### src/rtl/fbvt_pkg.sv
// Shared types, constants and plane helpers for the frustum box visibility test.
package fbvt_pkg;

	localparam int COORD_WIDTH = 32;
	localparam int FIELD_W     = 32;
	localparam int ENTRY_W     = 32;
	localparam int COEF_W      = ENTRY_W + 1;
	localparam int PROD_W      = COEF_W + FIELD_W;
	localparam int SUM_W       = PROD_W + 2;
	localparam int FRAC_W      = 16;
	localparam int N_REGS      = 8;
	localparam int REG_IDX_W   = $clog2(N_REGS);
	localparam int CFG_IDX_W   = 8;
	localparam int CFG_DATA_W  = 64;
	localparam int N_PLANES    = 6;
	localparam int N_ROWS      = 4;
	localparam int N_AXES      = 3;
	localparam int FIFO_DEPTH  = 32;
	localparam int FIFO_AW     = $clog2(FIFO_DEPTH);

	typedef logic signed [FIELD_W-1:0] coord_t;
	typedef logic signed [ENTRY_W-1:0] entry_t;
	typedef logic signed [COEF_W-1:0]  coef_t;
	typedef logic [N_REGS-1:0][CFG_DATA_W-1:0] mat_t;

	typedef enum logic [2:0] {
		PL_LEFT   = 3'd0,
		PL_RIGHT  = 3'd1,
		PL_TOP    = 3'd2,
		PL_BOTTOM = 3'd3,
		PL_NEAR   = 3'd4,
		PL_FAR    = 3'd5
	} plane_t;

	// Box with each axis already ordered into its smaller and larger coordinate.
	typedef struct packed {
		logic [N_AXES-1:0][FIELD_W-1:0] lo;
		logic [N_AXES-1:0][FIELD_W-1:0] hi;
	} box_t;

	typedef struct packed {
		logic valid;
		logic vis;
		box_t box;
	} tok_t;

	// Identity matrix in Q16.16, registers ordered row1_lo at index 0 up to row4_hi.
	localparam mat_t MAT_RESET = {
		64'h0001_0000_0000_0000, 64'h0000_0000_0000_0000,
		64'h0000_0000_0001_0000, 64'h0000_0000_0000_0000,
		64'h0000_0000_0000_0000, 64'h0001_0000_0000_0000,
		64'h0000_0000_0000_0000, 64'h0000_0000_0001_0000
	};

	function automatic coord_t coord_norm(logic [FIELD_W-1:0] v);
		return coord_t'($signed(v << (FIELD_W - COORD_WIDTH)) >>> (FIELD_W - COORD_WIDTH));
	endfunction

	function automatic entry_t mentry(mat_t m, logic [1:0] row, logic [1:0] col);
		logic [CFG_DATA_W-1:0] word;
		word = m[{row, col[1]}];
		return col[0] ? entry_t'(word[CFG_DATA_W-1:ENTRY_W]) : entry_t'(word[ENTRY_W-1:0]);
	endfunction

	function automatic coef_t plane_coef(mat_t m, plane_t p, logic [1:0] row);
		coef_t w;
		coef_t e0;
		coef_t e1;
		coef_t e2;
		coef_t res;
		w  = coef_t'(mentry(m, row, 2'd3));
		e0 = coef_t'(mentry(m, row, 2'd0));
		e1 = coef_t'(mentry(m, row, 2'd1));
		e2 = coef_t'(mentry(m, row, 2'd2));
		case (p)
			PL_LEFT:   res = w + e0;
			PL_RIGHT:  res = w - e0;
			PL_TOP:    res = w - e1;
			PL_BOTTOM: res = w + e1;
			PL_NEAR:   res = e2;
			default:   res = w - e2;
		endcase
		return res;
	endfunction

endpackage

### src/rtl/fbvt_out_fifo.sv
// Result queue that decouples the never-stalling cell chain from the result receiver.
module fbvt_out_fifo import fbvt_pkg::*; (
	input  logic clk,
	input  logic arst_n,
	input  logic push,
	input  logic push_vis,
	input  logic pop,
	output logic not_empty,
	output logic head_vis
);

	logic               mem_q [FIFO_DEPTH];
	logic [FIFO_AW:0]   wr_ptr_q;
	logic [FIFO_AW:0]   rd_ptr_q;
	logic               head_vld_q;
	logic               head_q;
	logic               mem_empty;
	logic               head_free;
	logic               bypass;
	logic               fetch;

	// The head register is refilled from the array, or straight from the input when the
	// array is empty, so a lone result is offered in the cycle after it is pushed.
	assign mem_empty = (wr_ptr_q == rd_ptr_q);
	assign head_free = !head_vld_q || pop;
	assign bypass    = push && mem_empty && head_free;
	assign fetch     = !mem_empty && head_free;

	always_ff @(posedge clk or negedge arst_n) begin
		if (!arst_n) begin
			wr_ptr_q   <= '0;
			rd_ptr_q   <= '0;
			head_vld_q <= 1'b0;
		end else begin
			if (push && !bypass) begin
				wr_ptr_q <= wr_ptr_q + 1'b1;
			end
			if (fetch) begin
				rd_ptr_q <= rd_ptr_q + 1'b1;
			end
			if (head_free) begin
				head_vld_q <= bypass || fetch;
			end
		end
	end

	always_ff @(posedge clk) begin
		if (push && !bypass) begin
			mem_q[wr_ptr_q[FIFO_AW-1:0]] <= push_vis;
		end
		if (fetch) begin
			head_q <= mem_q[rd_ptr_q[FIFO_AW-1:0]];
		end else if (bypass) begin
			head_q <= push_vis;
		end
	end

	assign not_empty = head_vld_q;
	assign head_vis  = head_q;

endmodule

### config.mk
export PLATFORM = sky130hd
export DESIGN_NAME = fbvt_out_fifo
export DESIGN_NICKNAME = d
export VERILOG_FILES = /design/src/rtl/fbvt_pkg.sv /design/src/rtl/fbvt_out_fifo.sv
export SDC_FILE = /design/constraint.sdc
export NUM_CORES = 1
export LEC_CHECK = 0
export ABC_AREA = 1
export ABC_CLOCK_PERIOD_IN_PS = 2200
export BUFFER_PORTS_ARGS = -buffer_cell sky130_fd_sc_hd__buf_4
export CAP_MARGIN = 20
export CORE_ASPECT_RATIO = 0.9
export CORE_UTILIZATION = 45
export CTS_CLUSTER_SIZE = 40
export DETAILED_ROUTE_END_ITERATION = 10
export SYNTH_ARGS = -nofsm -noshare
export SYNTH_HDL_FRONTEND = slang
export SYNTH_SLANG_ARGS = --single-unit
### constraint.sdc
create_clock -name clk -period 2.2 [get_ports clk]
set_clock_uncertainty 0.05 [all_clocks]
set_input_delay 0.44 -clock clk [delete_from_list [all_inputs] [get_ports clk]]
set_output_delay 0.44 -clock clk [all_outputs]
set_load 0.02 [all_outputs]
=== Word-level counts from Yosys, hierarchy flattened ===
Memory sizes are Yosys's and may differ from the RTL's.
Cells that the tools add are included.

* Eq/ne operators: 1
* Mux-type cells: 4
* $add $sub $neg: 2
* Reduce and logical (&&, ||, !) cells: 10

{| class="wikitable"
|+ Operator list
! operator !! number
|-
| 6-bit by 1-bit adder with 6-bit output, second input constant || 2
|-
| 6-bit equality test || 1
|-
| 1-bit logical AND || 4
|-
| 1-bit two-way mux || 4
|-
| 1-bit logical NOT || 3
|-
| 1-bit logical OR || 2
|-
| 2-bit nonzero test || 1
|}

* Output and inout bits: 2
* Memories kept: 1
* RAM bits: 32
* Bits of input ports: 5
* Bits in registers: 14
* Logic and storage cells: 22

{| class="wikitable"
|+ Memories
! memory !! words !! bits a word !! read ports !! clocked after Yosys merged registers in !! write ports !! line !! text
|-
| mem_q || 32 || 1 || 1 || 0 || 1 || fbvt_out_fifo.sv:12 || <nowiki>logic mem_q [FIFO_DEPTH];</nowiki>
|}

=== Logic depth before layout (Yosys ltp) ===
* Depth after elaboration: 7
* Mapped depth: 11

=== Least setup slack after synthesis ===
Ideal clock, no wire load.

* Path kind: reg-to-reg
* Start: register rd_ptr_q[1]
* End: memory mem_q[12] (enable)
* Cell stages (with the launch flop): 10
* Slack: 0.579 ns
* Data arrival time: 1.326 ns
* Required time: 1.905 ns
* Buffers on the path: 1
* Library setup time: 0.245 ns
* Path through: dfrtp_1 buf_4 nand2_1 nand2_1 nor2_1 nand3_2 nor2_2 nor2_8 nand2_4 nor2_1

* Cells in the longest elaborated chain, start to end: 7

{| class="wikitable"
|+ Ends and longest elaborated chain
! item !! line !! text
|-
| from (decl) || fbvt_out_fifo.sv:14 || <nowiki>logic [FIFO_AW:0] rd_ptr_q;</nowiki>
|-
| from (signal assigned) || fbvt_out_fifo.sv:39 || <nowiki>rd_ptr_q <= rd_ptr_q + 1'b1;</nowiki>
|-
| 6-bit equality test || fbvt_out_fifo.sv:24 || <nowiki>assign mem_empty = (wr_ptr_q == rd_ptr_q);</nowiki>
|-
| 1-bit logical AND (2 in a row) || fbvt_out_fifo.sv:26 || <nowiki>assign bypass = push && mem_empty && head_free;</nowiki>
|-
| 1-bit logical NOT || fbvt_out_fifo.sv:48 || <nowiki>if (push && !bypass) begin</nowiki>
|-
| 1-bit logical AND || fbvt_out_fifo.sv:48 ||
|-
| 1-bit two-way mux || fbvt_out_fifo.sv:48 ||
|-
| 1-bit two-way mux (not written as such) || fbvt_out_fifo.sv:49 || <nowiki>mem_q[wr_ptr_q[FIFO_AW-1:0]] <= push_vis;</nowiki>
|-
| to (decl) || fbvt_out_fifo.sv:12 ||
|}

Every way passes these cells.

=== Worst setup path after layout ===
* Start: register rd_ptr_q[1]
* End: memory mem_q[2] (enable)

The elaborated chain is that of the path after synthesis.

==> flow_metrics.py <==
metrics = {
    "layout": {
        "area_delta_synth_final_pct": 10.4,
        "drive_above_1_share": 0.0966,
        "utilization": 0.533,
        "antenna_cells": 0,
        "final_nets": 299,
        "fillers": 454,
    },
    "clock_tree": {
        "clkTransAtPathRegs_ns": 0.09,
        "cts_root_buf": "clkbuf_8",
        "clock-sinks": 46,
        "cts_tree": "built",
        "cts_resized": 0,
        "cts_buffers": 5,
        "post_cts_buffers": 0,
        "clock_latency_ns": 0.30,
        "clock_path_buffers": 2,
        "htreeDepth": 2,
    },
    "routing": {
        "first_pass_iters": 5,
        "drc": 0,
        "finalWirelength_mm": 5.16,
        "drt-initial-drc-count": 135,
        "drtAntennaViolNets": 0,
        "wire_per_inst_um": 14.5,
        "detail_route.vias_per_cell": 4.99,
        "via_count": 1770,
    },
    "worst_hold_path": {
        "hp-class": "primary input to flop",
    },
    "flow_run": {
        "maxCapViolCount": 0,
    },
    "setup_path": {
        "crit_chain": "buf_4 -> nand2_1 -> nand2_1 -> nor2_1 -> nand3_2 -> nor2_2 -> nor2_8 -> nand2_4 -> nor2_1",
        "end_kind": "flop",
        "crit_type": "flop to flop",
        "crit_slowest_cell": "dfrtp_1",
        "arrival_ns": 1.83,
        "required_ns": 2.21,
        "critPathMaxFanout": 11,
        "slowest_delay_ns": 0.39,
        "start_kind": "flop",
    },
    "floorplanning": {
        "design.die.area_um2": 5670,
        "io_pins": 7,
        "start_util": 0.483,
        "num_rows": 24,
        "die_h_um": 71.6,
        "die_w_um": 79.3,
        "core_um2": 5010,
    },
    "logic_synthesis": {
        "synth-seq-cells": 46,
        "synth_top_family_by_area": "simple AND/OR/NAND/NOR gates",
        "muxShareOfSynthArea": 0,
        "synth_cells": 279,
        "synth_area_um2": 2420,
        "synthSimpleGateAreaFrac": 0.294,
        "ys_warn_count": 0,
        "ys_seq_area_frac": 0.544,
        "synth_compound_area_frac": 0.0253,
        "yosysUniqueCellTypes": 21,
        "syn_avg_cell_area_um2": 8.67,
        "synthXorXnorAreaFrac": 0.0398,
        "synth_nets": 289,
        "synth_fa_ha_area_frac": 0.0259,
    },
    "sta": {
        "worst_slack_ns": 0.381,
        "hold_slack_ns": 0.390,
        "final.min_clock_period_ns": 1.82,
        "relSlewSlack": 0.752,
        "drv_slew": 0,
        "hold_viol_final": 0,
        "worstMarginPinSlew_ns": 0.372,
        "setup_viol": 0,
        "setup-tns-final_ns": 0,
        "max_freq_mhz": 550,
        "fin_crit_sh": 0.827,
        "rsz0062_at_grt": "no",
    },
    "global_route": {
        "grt_pass1_vias": 1714,
        "grt_max_degree": 34,
        "grt_first_pass_wirelength_mm": 8.69,
        "antenna_found_initial": 0,
        "grt_util_all_layers": 0.209,
        "overflow": 0,
    },
    "place": {
        "place_ws_ns": 0.365,
        "hpwl_mm": 3.62,
        "portBuffers": 6,
        "place.gp.congestion": 0.782,
    },
    "pwr": {
        "p_leak_nw": 1.19,
        "peakVddDrop_uv": 817,
        "power_density_nw_per_um2": 1240,
    },
    "outcome": {
        "status": "finished, final reports clean",
    },
}
[logic make-up after synthesis]
group | after synthesis
simple gates | 165
flops | 46
buf+inv | 41
compound gates | 11
xor+xnor | 11
fa+ha+maj | 5
[sequential cells by signal, summed over array words and instances, names as in the netlist]
register   cells
rd_ptr_q       6
mem_q         32
head_vis       1
wr_ptr_q       6
not_empty      1
[layer usage]
metal	global-route usage	part of all wire	wire, µm
met1	0.310	0.50	2610
met3	0.0382	0.046	237
met2	0.309	0.43	2240
met5	0	0	0
met4	0.0687	0.015	75
[layout by cell type, fill, tap and decap left out, types with 2 or more instances in the layout]
cell type,synthesis,final
clkbuf_8,0,5
bufinv_16,0,2
nand3_1,25,25
dfrtp_1,13,13
xor2_1,11,11
edfxtp_1,33,33
nor2_1,45,45
o21ai_0,7,7
inv_2,3,3
nand2_1,84,84
buf_4,3,10
ha_1,5,5
nand2_4,4,4
inv_1,30,30
a21oi_1,2,2
nor3_1,3,3
[synth_stat cells (all sizes together)]
| library cell | number | area (µm²) |
|---|---|---|
| o31ai | 1 | 7.51 |
| nor3 | 3 | 15.0 |
| inv | 33 | 124 |
| xor2 | 11 | 96.3 |
| nand2 | 88 | 360 |
| ha | 5 | 62.6 |
| buf | 8 | 47.5 |
| nor2 | 47 | 195 |
| edfxtp | 33 | 991 |
| nand4 | 1 | 6.26 |
| a21oi | 2 | 10.0 |
| dfrtp | 13 | 325 |
| o21ai | 8 | 43.8 |
| nand3 | 26 | 135 |
[power by group]
group	switching [mW]	internal (mW)
clock	0.293	0.450
combinational	0.909	0.429
sequential	0.154	1.07
total	1.36	1.95
[final timing paths]
path,startpoint,endpoint,slack [ns],cells after the start
hold reg to reg,wr_ptr_q[5],wr_ptr_q[5],0.49,2
setup / recovery,rd_ptr_q[1],mem_q[2],0.38,9
setup reg to reg,rd_ptr_q[1],mem_q[2],0.38,9
max in group asynchronous,arst_n,rd_ptr_q[3],1.47,2
hold / removal,push,not_empty,0.39,3
min in group asynchronous,arst_n,wr_ptr_q[0],0.46,2
[metrics by stage]
step                      std cells  cell area [µm²]  power (mW)
final                           355             2670        3.30
after global routing            355             2670        3.55
after CTS                       355             2670        3.31
after detailed placement        346             2530        2.57
after global placement          346             2530        2.56
after floorplan                 279             2420        2.21
[layout make-up]
type | count | area (µm²) | area share
sequential | 46 | 1320 | 0.493
clock inverter | 3 | 63.8 | 0.0239
tap | 65 | 81.3 | 0.0304
multi-input combinational | 192 | 932 | 0.349
clock buffer | 5 | 68.8 | 0.0258
timing repair buffer | 11 | 85.1 | 0.0319
inverter | 33 | 124 | 0.0464
[what timing repair did]
item                                    4_1_cts  5_1_grt
endpoints found under the hold margin        13        0
endpoints found under the setup margin        0        0
hold buffers                                  1        0
[critical path, delay by kind of cell, from the launching register on]
kind	cells	cell delay, ns
AND/OR/NAND/NOR	8	0.94
flip-flops	1	0.39
buffers and inverters	1	0.19
No activity file was read; power rests on OpenSTA's default activity.
